===== config.mk =====
export PLATFORM = sky130hd
export DESIGN_NAME = ble_service_data_parser_core
export DESIGN_NICKNAME = d
export VERILOG_FILES = /design/src/rtl/bsdp_pkg.sv /design/src/rtl/bsdp_parser.sv /design/src/rtl/ble_service_data_parser_core.sv
export SDC_FILE = /design/constraint.sdc
export NUM_CORES = 1
export LEC_CHECK = 0
export BUFFER_PORTS_ARGS = -buffer_cell sky130_fd_sc_hd__buf_2
export CORE_ASPECT_RATIO = 1.1
export CORE_MARGIN = 3
export CORE_UTILIZATION = 39
export CTS_CLUSTER_DIAMETER = 150
export DETAILED_ROUTE_END_ITERATION = 10
export SKIP_LAST_GASP = 1
export SYNTH_ARGS = -nofsm -noshare
export SYNTH_HDL_FRONTEND = slang
export SYNTH_SLANG_ARGS = --single-unit

===== constraint.sdc =====
create_clock -name clock -period 18.9 [get_ports clock]
set_input_delay 0.945 -clock clock [delete_from_list [all_inputs] [get_ports clock]]
set_output_delay 0.945 -clock clock [all_outputs]
set_load 0.005 [all_outputs]

===== src/rtl/bsdp_pkg.sv =====
`timescale 1ns / 1ps
`default_nettype none
// ----------------------------------------------------------------------------
// BLE service data parser package
// Shared types, element and item codes for the advertisement parser.
// ----------------------------------------------------------------------------
package bsdp_pkg;

   localparam logic [7:0]  AD_SERVICE_DATA  = 8'h16;
   localparam logic [7:0]  UUID_LO          = 8'hD2;
   localparam logic [7:0]  UUID_HI          = 8'hFC;
   localparam logic [7:0]  FLAG_ENCRYPTED   = 8'h01;
   localparam logic [7:0]  VERSION_MASK     = 8'hE0;
   localparam logic [7:0]  VERSION_2        = 8'h40;
   localparam logic [7:0]  ITEM_PACKET_ID   = 8'h00;
   localparam logic [7:0]  ITEM_BATTERY     = 8'h01;
   localparam logic [7:0]  ITEM_HUMIDITY    = 8'h2E;
   localparam logic [7:0]  ITEM_TEMPERATURE = 8'h45;
   localparam logic [7:0]  ITEM_BUTTON      = 8'h3A;
   localparam logic [7:0]  BUTTON_PRESS     = 8'h01;
   localparam logic [7:0]  MIN_SERVICE_LEFT = 8'd5;
   localparam logic [31:0] MAX_AGE_RESET    = 32'd600;

   typedef enum logic [3:0] {
      MODE_LEN       = 4'd0,
      MODE_TYPE      = 4'd1,
      MODE_SKIP      = 4'd2,
      MODE_UUID0     = 4'd3,
      MODE_UUID1     = 4'd4,
      MODE_FLAGS     = 4'd5,
      MODE_ITEM_TYPE = 4'd6,
      MODE_ITEM_DATA = 4'd7,
      MODE_DRAIN     = 4'd8
   } mode_type;

   typedef struct packed {
      logic [7:0]  data_byte;
      logic        first_byte;
      logic [7:0]  total_length;
      logic [31:0] current_time;
   } item_type;

   typedef struct packed {
      logic [7:0]         packet_id;
      logic [7:0]         battery_level;
      logic [7:0]         humidity;
      logic signed [15:0] temperature;
      logic               button_pressed;
      logic               parse_error;
      logic               data_valid;
   } result_type;

   // Bytes an item needs including its type byte; zero marks an unknown type.
   function automatic logic [1:0] item_size(input logic [7:0] t);
      logic [1:0] size;
      case (t) inside
         ITEM_PACKET_ID, ITEM_BATTERY, ITEM_HUMIDITY, ITEM_BUTTON: size = 2'd2;
         ITEM_TEMPERATURE:                                         size = 2'd3;
         default:                                                  size = 2'd0;
      endcase
      return size;
   endfunction

endpackage
`default_nettype wire


===== src/rtl/bsdp_parser.sv =====
`timescale 1ns / 1ps
`default_nettype none
// ----------------------------------------------------------------------------
// BLE service data parser step
// Holds the parse state and the decoded values; takes one byte per step and
// flags a result on the final byte of an advertisement.
// ----------------------------------------------------------------------------
module bsdp_parser
   import bsdp_pkg::*;
(
   input  wire logic        clock,
   input  wire logic        reset,
   input  wire logic        step_valid,
   input  wire item_type    step_item,
   input  wire logic [31:0] max_data_age,
   output logic             result_valid,
   output result_type       result
);

   mode_type    mode_ff, mode_in;
   logic [7:0]  adv_left_ff, adv_left_in;
   logic [7:0]  el_left_ff, el_left_in;
   logic [7:0]  item_kind_ff, item_kind_in;
   logic [1:0]  byte_index_ff, byte_index_in;
   logic [7:0]  low_hold_ff, low_hold_in;
   logic [7:0]  packet_id_ff, packet_id_in;
   logic [7:0]  held_id_ff, held_id_in;
   logic [7:0]  prev_id_ff, prev_id_in;
   logic [7:0]  battery_ff, battery_in;
   logic [7:0]  humidity_ff, humidity_in;
   logic [15:0] temperature_ff, temperature_in;
   logic        button_ff, button_in;
   logic        error_ff, error_in;
   logic [31:0] last_ok_ff, last_ok_in;

   mode_type    mode_v, mode_c;
   logic [7:0]  adv_v, adv_n, el_v, el;
   logic        in_element, item_done, fresh;
   logic [1:0]  need;
   logic [31:0] age;
   logic [7:0]  b;

   always_ff @(posedge clock) begin
      if (reset) begin
         mode_ff        <= MODE_LEN;
         adv_left_ff    <= '0;
         el_left_ff     <= '0;
         item_kind_ff   <= '0;
         byte_index_ff  <= '0;
         low_hold_ff    <= '0;
         packet_id_ff   <= '0;
         held_id_ff     <= '0;
         prev_id_ff     <= '0;
         battery_ff     <= '0;
         humidity_ff    <= '0;
         temperature_ff <= '0;
         button_ff      <= 1'b0;
         error_ff       <= 1'b0;
         last_ok_ff     <= '0;
      end else if (step_valid) begin
         mode_ff        <= mode_in;
         adv_left_ff    <= adv_left_in;
         el_left_ff     <= el_left_in;
         item_kind_ff   <= item_kind_in;
         byte_index_ff  <= byte_index_in;
         low_hold_ff    <= low_hold_in;
         packet_id_ff   <= packet_id_in;
         held_id_ff     <= held_id_in;
         prev_id_ff     <= prev_id_in;
         battery_ff     <= battery_in;
         humidity_ff    <= humidity_in;
         temperature_ff <= temperature_in;
         button_ff      <= button_in;
         error_ff       <= error_in;
         last_ok_ff     <= last_ok_in;
      end
   end

   always_comb begin
      b              = step_item.data_byte;
      mode_in        = mode_ff;
      adv_left_in    = adv_left_ff;
      el_left_in     = el_left_ff;
      item_kind_in   = item_kind_ff;
      byte_index_in  = byte_index_ff;
      low_hold_in    = low_hold_ff;
      packet_id_in   = packet_id_ff;
      held_id_in     = held_id_ff;
      prev_id_in     = prev_id_ff;
      battery_in     = battery_ff;
      humidity_in    = humidity_ff;
      temperature_in = temperature_ff;
      button_in      = button_ff;
      error_in       = error_ff;
      last_ok_in     = last_ok_ff;
      result_valid   = 1'b0;
      item_done      = 1'b0;
      need           = item_size(b);

      // A first byte drops any unfinished advertisement.
      mode_v = step_item.first_byte ? MODE_LEN : mode_ff;
      adv_v  = step_item.first_byte ? step_item.total_length : adv_left_ff;
      el_v   = step_item.first_byte ? 8'd0 : el_left_ff;
      mode_in     = mode_v;
      adv_left_in = adv_v;
      el_left_in  = el_v;

      adv_n      = adv_v - 8'd1;
      in_element = (mode_v != MODE_LEN) && (mode_v != MODE_DRAIN);
      mode_c     = mode_v;
      el         = 8'd0;
      if (in_element) begin
         if (el_v == 8'd0) begin
            mode_c     = MODE_LEN;
            in_element = 1'b0;
         end else begin
            el = el_v - 8'd1;
         end
      end

      if (adv_v != 8'd0) begin
         adv_left_in = adv_n;
         mode_in     = mode_c;
         case (mode_c)
            MODE_LEN: begin
               if (b == 8'd0 || b > adv_n) begin
                  error_in = 1'b1;
                  mode_in  = MODE_DRAIN;
               end else begin
                  el_left_in = b;
                  mode_in    = MODE_TYPE;
               end
            end
            MODE_TYPE: begin
               mode_in = (b == AD_SERVICE_DATA && el >= MIN_SERVICE_LEFT) ?
                         MODE_UUID0 : MODE_SKIP;
            end
            MODE_UUID0: mode_in = (b == UUID_LO) ? MODE_UUID1 : MODE_SKIP;
            MODE_UUID1: mode_in = (b == UUID_HI) ? MODE_FLAGS : MODE_SKIP;
            MODE_FLAGS: begin
               if ((b & (VERSION_MASK | FLAG_ENCRYPTED)) == VERSION_2) begin
                  held_id_in     = packet_id_ff;
                  packet_id_in   = '0;
                  battery_in     = '0;
                  humidity_in    = '0;
                  temperature_in = '0;
                  button_in      = 1'b0;
                  error_in       = 1'b0;
                  mode_in        = MODE_ITEM_TYPE;
               end else begin
                  mode_in = MODE_SKIP;
               end
            end
            MODE_ITEM_TYPE: begin
               if (need == 2'd0) begin
                  error_in = 1'b1;
                  mode_in  = MODE_SKIP;
               end else if ({1'b0, el} + 9'd1 < {7'd0, need}) begin
                  mode_in = MODE_SKIP;
               end else begin
                  item_kind_in  = b;
                  byte_index_in = 2'd0;
                  mode_in       = MODE_ITEM_DATA;
               end
            end
            MODE_ITEM_DATA: begin
               item_done = 1'b1;
               case (item_kind_ff)
                  ITEM_PACKET_ID: begin
                     prev_id_in   = held_id_ff;
                     held_id_in   = b;
                     packet_id_in = b;
                  end
                  ITEM_BATTERY:  battery_in  = b;
                  ITEM_HUMIDITY: humidity_in = b;
                  ITEM_BUTTON:   button_in   = (b == BUTTON_PRESS);
                  ITEM_TEMPERATURE: begin
                     if (byte_index_ff == 2'd0) begin
                        low_hold_in   = b;
                        byte_index_in = 2'd1;
                        item_done     = 1'b0;
                     end else begin
                        temperature_in = {b, low_hold_ff};
                     end
                  end
                  default: item_done = 1'b1;
               endcase
               if (item_done) begin
                  mode_in = MODE_ITEM_TYPE;
                  if (el == 8'd0) begin
                     last_ok_in = step_item.current_time;
                  end
               end
            end
            default: mode_in = mode_c;
         endcase

         if (in_element) begin
            el_left_in = el;
            if (el == 8'd0) begin
               mode_in = MODE_LEN;
            end
         end

         // Final byte: close the advertisement and report.
         if (adv_n == 8'd0) begin
            mode_in      = MODE_LEN;
            el_left_in   = '0;
            result_valid = 1'b1;
         end
      end

      age   = step_item.current_time - last_ok_in;
      fresh = (step_item.current_time < last_ok_in) || (age < max_data_age);

      result.packet_id      = packet_id_in;
      result.battery_level  = battery_in;
      result.humidity       = humidity_in;
      result.temperature    = temperature_in;
      result.button_pressed = button_in;
      result.parse_error    = error_in;
      result.data_valid     = (packet_id_in != prev_id_in) && fresh;
   end

endmodule
`default_nettype wire


===== src/rtl/ble_service_data_parser_core.sv =====
`timescale 1ns / 1ps
`default_nettype none
// ----------------------------------------------------------------------------
// BLE service data parser core
// Byte-stream parser for BTHome v2 service data in BLE advertisements.
// ----------------------------------------------------------------------------
// One advertisement byte is taken per cycle while req_stall is low; the
// feedback path from parser state to next parser state sets that rate. A
// transfer on the req side lands in an input register, is parsed by a single
// combinational step against the parser state once the output register is free
// or draining, and on the final byte of an advertisement the decoded values go
// to an output register on the rsp side. Bytes that end no advertisement give
// no transfer on rsp. max_data_age is written through csr_wr_en / csr_wr_data;
// the user must write it only while idle, as the block does not enforce this.
// ----------------------------------------------------------------------------
module ble_service_data_parser_core
   import bsdp_pkg::*;
(
   input  wire logic               clock,
   input  wire logic               reset,
   input  wire logic               req_valid,
   output logic                    req_stall,
   input  wire logic [7:0]         req_data_byte,
   input  wire logic               req_first_byte,
   input  wire logic [7:0]         req_total_length,
   input  wire logic [31:0]        req_current_time,
   output logic                    rsp_valid,
   input  wire logic               rsp_stall,
   output logic [7:0]              rsp_packet_id,
   output logic [7:0]              rsp_battery_level,
   output logic [7:0]              rsp_humidity,
   output logic signed [15:0]      rsp_temperature,
   output logic                    rsp_button_pressed,
   output logic                    rsp_parse_error,
   output logic                    rsp_data_valid,
   input  wire logic               csr_wr_en,
   input  wire logic [31:0]        csr_wr_data
);

   logic        in_valid_ff, in_valid_in;
   item_type    in_item_ff;
   logic        out_valid_ff, out_valid_in;
   result_type  out_ff;
   logic [31:0] max_age_ff;
   logic        advance;
   logic        step_result_valid;
   result_type  step_result;

   // Advance the held byte when the output register is free or draining.
   assign advance     = in_valid_ff && (!out_valid_ff || !rsp_stall);
   assign req_stall   = in_valid_ff && !advance;
   assign in_valid_in = req_stall ? in_valid_ff : req_valid;

   always_comb begin
      out_valid_in = out_valid_ff;
      if (advance) begin
         out_valid_in = step_result_valid;
      end else if (!rsp_stall) begin
         out_valid_in = 1'b0;
      end
   end

   always_ff @(posedge clock) begin
      if (reset) begin
         in_valid_ff  <= 1'b0;
         out_valid_ff <= 1'b0;
         max_age_ff   <= MAX_AGE_RESET;
      end else begin
         in_valid_ff  <= in_valid_in;
         out_valid_ff <= out_valid_in;
         if (csr_wr_en) begin
            max_age_ff <= csr_wr_data;
         end
      end
   end

   always_ff @(posedge clock) begin
      if (!req_stall) begin
         in_item_ff.data_byte    <= req_data_byte;
         in_item_ff.first_byte   <= req_first_byte;
         in_item_ff.total_length <= req_total_length;
         in_item_ff.current_time <= req_current_time;
      end
      if (advance && step_result_valid) begin
         out_ff <= step_result;
      end
   end

   bsdp_parser u_parser (
      .clock        (clock),
      .reset        (reset),
      .step_valid   (advance),
      .step_item    (in_item_ff),
      .max_data_age (max_age_ff),
      .result_valid (step_result_valid),
      .result       (step_result)
   );

   assign rsp_valid          = out_valid_ff;
   assign rsp_packet_id      = out_ff.packet_id;
   assign rsp_battery_level  = out_ff.battery_level;
   assign rsp_humidity       = out_ff.humidity;
   assign rsp_temperature    = out_ff.temperature;
   assign rsp_button_pressed = out_ff.button_pressed;
   assign rsp_parse_error    = out_ff.parse_error;
   assign rsp_data_valid     = out_ff.data_valid;

endmodule
`default_nettype wire


# --- Yosys cells after proc, flatten, opt, wreduce, memory -nomap -nowiden ---
# Cells that the tools add are included.
totals:
  out_inout_bits: 45
  input_bits: 86
  register_bits: 254
classes:
  n_eq_ne: 27
  muxes: 79
  n_reduce_logical: 29
  n_lt_le_gt_ge: 5
  add_sub_neg: 4
  bitwise: 2
ops:
  columns: ["operator", "count"]
  rows:
  - ["2-to-1 mux 8 bit", 24]
  - ["2-to-1 mux 32 bit", 4]
  - ["less-than comparator 32 bit", 2]
  - ["2-to-1 mux 16 bit", 4]
  - ["one-hot mux 8 bit (2 select lines)", 4]
  - ["zero test 8 bit", 5]
  - ["2-to-1 mux 4 bit", 10]
  - ["== test 8 x 6 -> 1 bit, second input constant", 4]
  - ["one-hot mux 16 bit (2 select lines)", 1]
  - ["subtractor 32 bit", 1]
  - ["one-hot mux 4 bit (7 select lines)", 1]
  - ["== test 4 x 3 -> 1 bit, second input constant", 5]
  - ["2-to-1 mux 1 bit", 18]
  - ["== test 8 x 1 -> 1 bit, second input constant", 2]
  - ["== test 8 x 7 -> 1 bit, second input constant", 2]
  - ["== test 8 bit, second input constant", 2]
  - ["subtractor 8 x 1 -> 8 bit, second input constant", 2]
  - ["AND reduction 5 bit", 3]
  - ["2-to-1 mux 2 bit", 6]
  - ["2-to-1 mux 3 bit", 4]
  - ["adder 8 x 1 -> 9 bit, second input constant", 1]
  - ["less-than comparator 9 x 2 -> 1 bit", 1]
  - ["== test 8 x 5 -> 1 bit, second input constant", 1]
  - [">= comparator 8 x 3 -> 1 bit, second input constant", 1]
  - ["21 further kinds", 38]

# --- Logic depth before layout (Yosys ltp) ---
depth:
  ltp_word: 14
  mapped_depth: 39
  mapped_depth_nobuf: 32

# --- Cells and area by module ---
# A second synthesis with hierarchy kept.
hier_totals:
  cells_unflattened: 1427
  hier_area_um2: 13905.8
by_module_without_submodules:
  columns: ["module", "cells_each", "n_inst", "seq_area_each_um2", "area_per_inst_um2"]
  rows:
  - ["bsdp_parser", 1220, 1, 2542.4, 9887.0]
  - ["ble_service_data_parser_core", 207, 1, 3443.3, 4018.9]

# --- Least setup slack after synthesis ---
# OpenSTA, ideal clock, no wires.
synth_timing:
  path_kind: "reg2reg"
  start: "reg in_item_ff[40] (netlist bit)"
  end: "reg out_ff, in the netlist rsp_data_valid, data pin"
  path_stages_with_launch: 39
  arrival_ps: 6760
  slack_ps: 11981
  setup_time_ps: 159
  path_buffers: 7
  period_less_slack_ps: 6919
  cell_sequence: "edfxtp_1 > buf_2 > buf_2 > inv_1 > buf_2 > nand2_1 > ha_1 > buf_2 > nor3b_2 > a211o_2 > buf_6 > nor2_1 > inv_1 > ha_1 > nor2b_1 > o21ai_1 > a2111o_1 > buf_2 > (+3 left out) > fa_1 > nand2b_1 > a21oi_1 > o211ai_1 > a2111oi_0 > nor2_1 > nor2_1 > nor2_1 > xnor2_1 > ha_1 > a21oi_1 > nor2b_1 > a2111oi_0 > o21ai_0 > a21oi_1 > a21oi_1 > o32a_1 > a22oi_1"
synth_lines:
  columns: ["item", "line", "rtl"]
  rows:
  - ["from (decl)", "ble_service_data_parser_core.sv:41", "item_type in_item_ff;"]
  - ["to (signal assigned)", "ble_service_data_parser_core.sv:85", "out_ff <= step_result;"]
  - ["to (decl)", "ble_service_data_parser_core.sv:43", "result_type out_ff;"]

==> flow_summary.yaml <==
final_layout:
  regArea_mm2: 0.00599
  fillers: 3321
  nets: 1737
  multi_input_area_mm2: 0.00701
  areaGrowthSynthToFinish_pct: 13.9
  num_antenna_cells: 0
  drive_gt1_share_pct: 13.6
min_path:
  holdCritPathClass: "flip-flop to flip-flop"
  min_path_cells: 2
  worstHoldEndpoint: "u_parser.prev_id_ff[0]"
  hp-start: "u_parser.prev_id_ff[0]"
run_status:
  status: "complete, no violations"
floorplan:
  die_y_um: 202
  pin_count: 131
  core_mm2: 0.0343
  std_cell_rows: 71
  dieArea_mm2: 0.0372
  die_w_um: 184
  initial_utilization_pct: 39.7
logic_synthesis:
  synth_nets: 1647
  async_reset_ff_share_pct: 0
  synth_edf_count: 92
  ys_warn_count: 0
  synth-xor-area-share_pct: 2.76
  synth_area_mm2: 0.0136
  ys.flop_type: "dfxtp_1"
  synth_simple_gate_area_share_pct: 17.6
  synth.mux.area_fraction_pct: 6.61
  synth_fa_ha_area_share_pct: 7.50
  syn_inst: 1480
  yosys.area.top_type: "dfxtp_1"
  yosysTopAreaCellShare_pct: 23.7
  yosysUniqueCellTypes: 85
  synth_seq_cells: 253
  synth_compound_area_share_pct: 17.0
  avgSynthCellArea_um2: 9.20
  synthTopCellsByCount: "nand2_1 (215), dfxtp_1 (161), nor2_1 (143), a21oi_1 (135), edfxtp_1 (92)"
  synth_most_common_cell: "nand2_1"
  yosysSeqAreaShare_pct: 43.9
  synth_top_family_by_area: "simple AND/OR/NAND/NOR gates"
  synthTopCellsByArea: "dfxtp_1 (24%), edfxtp_1 (20%), ha_1 (7.3%)"
worst_setup_path:
  crit_fanout: 38
  ff2ff_path_depth: 32
  slowest_delay_ns: 0.76
  worst_path_most_repeated_cell: "a21oi_1"
  crit_family: "compound AO/OA/AOI/OAI gates"
  end_kind: "flip-flop"
  path_buf_inv: 4
  arrival_ns: 8.64
  startpoint: "in_item_ff[40]"
  cp_slowest_cell: "a2111oi_0"
  crit_path_start_kind: "flip-flop"
  critPathKind: "flip-flop to flip-flop"
  r2r_end: "rsp_data_valid"
  regToRegSetupSlack_ns: 10.65
  worst_ep_required_time_ns: 19.29
  r2r_start: "in_item_ff[40]"
clocking:
  cts_buffers: 28
  clk-insertion-delay-late_ns: 0.56
  cts_resized: 0
  cts_setup_buffers: 0
  htreeDepth: 1
  cts_tree: "yes"
  cts_root_buf: "clkbuf_16"
  ctsHoldBuffers: 0
  clk_path_buf_depth: 3
  cts.reportedPaths.clkPinSlew_ns: 0.06
  clock_sinks: 253
detailed_routing:
  first_pass_iters: 5
  drc: 0
  first_iter_violations: 621
  post_drt_wl_per_cell_um: 17.2
  antenna_left: 0
  via_count: 11000
  drt-total-wl_um: 35000
  routed_via_density: 5.41
grt:
  gr-total-overflow: 0
  grt_max_degree: 94
  grt_pass1_vias: 10900
  antenna_found_initial: 1
  grt_pass1_wl_um: 56800
  track_usage_pct: 18.7
placed_design:
  io_buffers: 130
  place_ws_ns: 10.75
  hpwlAfterDp_um: 24200
  place.gp.congestion: 0.910
sta:
  finalSetupViolCount: 0
  fin_crit_ns: 8.25
  fin_crit_sh_pct: 43.6
  setup_ws_ns: 10.65
  max_clock_freq_mhz: 121
  tns_ns: 0
  fin_worst_skew_ns: 0.0180
  slew_viol_final: 0
  hold_viol: 0
  max-slew-margin-rel_pct: 27.3
  worst_pin_slew_ns: 1.09
  grt_setup_unrepaired: "false"
power:
  ir_drop_v: 0.0000685
  p_leak_nw: 6.26
  power_density_mw_per_mm2: 85.2
flow_run:
  drv_cap: 0
-- per-layer routing --
| metal | track usage [%] | wire length [um] |
|---|---|---|
| met3 | 2.86 | 1790 |
| met4 | 6.21 | 881 |
| met1 | 24.9 | 16100 |
| met5 | 0 | 13 |
| met2 | 31.1 | 16200 |
-- worst min-delay path: cells and delay by family, from the launching register on --
kind | cells | cell delay, ns
AND/OR/NAND/NOR | 1 | 0.05
AO/OA/AOI/OAI | 1 | 0.05
flip-flops | 1 | 0.31
-- power by group --
group          internal, mW  switching, mW  total, mW
registers             0.578         0.0157      0.594
clock network         0.344          0.220      0.565
logic                0.0671         0.0962      0.163
-- worst max-delay path by stage --
| stage | to | slack, ns | depth (start not counted) |
|---|---|---|---|
| after floorplan | rsp_data_valid | 11.98 | 38 |
| after global placement | rsp_data_valid | 10.97 | 33 |
| after detailed placement | rsp_data_valid | 10.75 | 34 |
| after CTS | rsp_data_valid | 10.70 | 34 |
| after global routing | rsp_data_valid | 9.95 | 32 |
| final | rsp_data_valid | 10.65 | 32 |
-- logic make-up (layout without fill, tap and decap cells) --
logic type	Yosys count	after routing
AND/OR/NAND/NOR	516	516
buffers and inverters	150	262
flip-flops	253	253
multiplexers	89	89
XOR/XNOR	43	43
adder cells (fa/ha/maj)	81	81
AO/OA/AOI/OAI	348	348
-- registers in the layout (all words and copies together) (netlist names), 16 cells and up --
name,flops
in_item_ff,49
max_age_ff,32
u_parser.last_ok_ff,32
rsp_temperature,16
u_parser.temperature_ff,16
-- area by class of cell --
cell class                 instances  area share [%]
clock buffer                      41            5.10
sequential                       253            38.6
multi-input combinational       1077            45.2
tap                              438            3.53
timing repair buffer             143            4.84
inverter                          67            1.62
clock inverter                    11            1.08
-- cells in the final DEF, fill, tap and decap left out, drive strengths merged, types with 7 or more instances in the layout --
cell / netlist / final
nand2: 216 / 216
buf: 33 / 143
a32oi: 9 / 9
nor3: 31 / 31
nor2b: 14 / 14
inv: 66 / 65
nand3: 24 / 24
dfxtp: 161 / 161
or3: 11 / 11
xnor2: 24 / 24
nor2: 146 / 146
nand2b: 13 / 13
o21ai: 47 / 47
a311oi: 8 / 8
edfxtp: 92 / 92
a21oi: 135 / 135
a211oi: 17 / 17
a21o: 14 / 14
nand4: 11 / 11
nor3b: 11 / 11
and3: 8 / 8
xor2: 19 / 19
o211ai: 9 / 9
clkinv: 1 / 7
a32o: 8 / 8
o21a: 9 / 9
a22o: 34 / 34
clkbuf: 50 / 41
a22oi: 14 / 14
ha: 80 / 80
mux2i: 87 / 87
-- through the flow --
| stage | util [%] | cells | cell area [um^2] | hold WS [ns] | power, mW |
|---|---|---|---|---|---|
| 2_1_floorplan | - | 1480 | 13600 | 0.432 | 0.722 |
| 3_3_place_gp | 42.4 | 1978 | 14600 | 0.439 | 0.765 |
| 3_5_place_dp | 42.4 | 1978 | 14600 | 0.444 | 0.767 |
| 4_1_cts | 45.2 | 2030 | 15500 | 0.452 | 1.34 |
| 5_1_grt | 45.2 | 2030 | 15500 | 0.474 | 1.38 |
| 6_report | 45.2 | 2030 | 15500 | 0.450 | 1.32 |
Note: power is estimated with default switching activity, not from simulation.
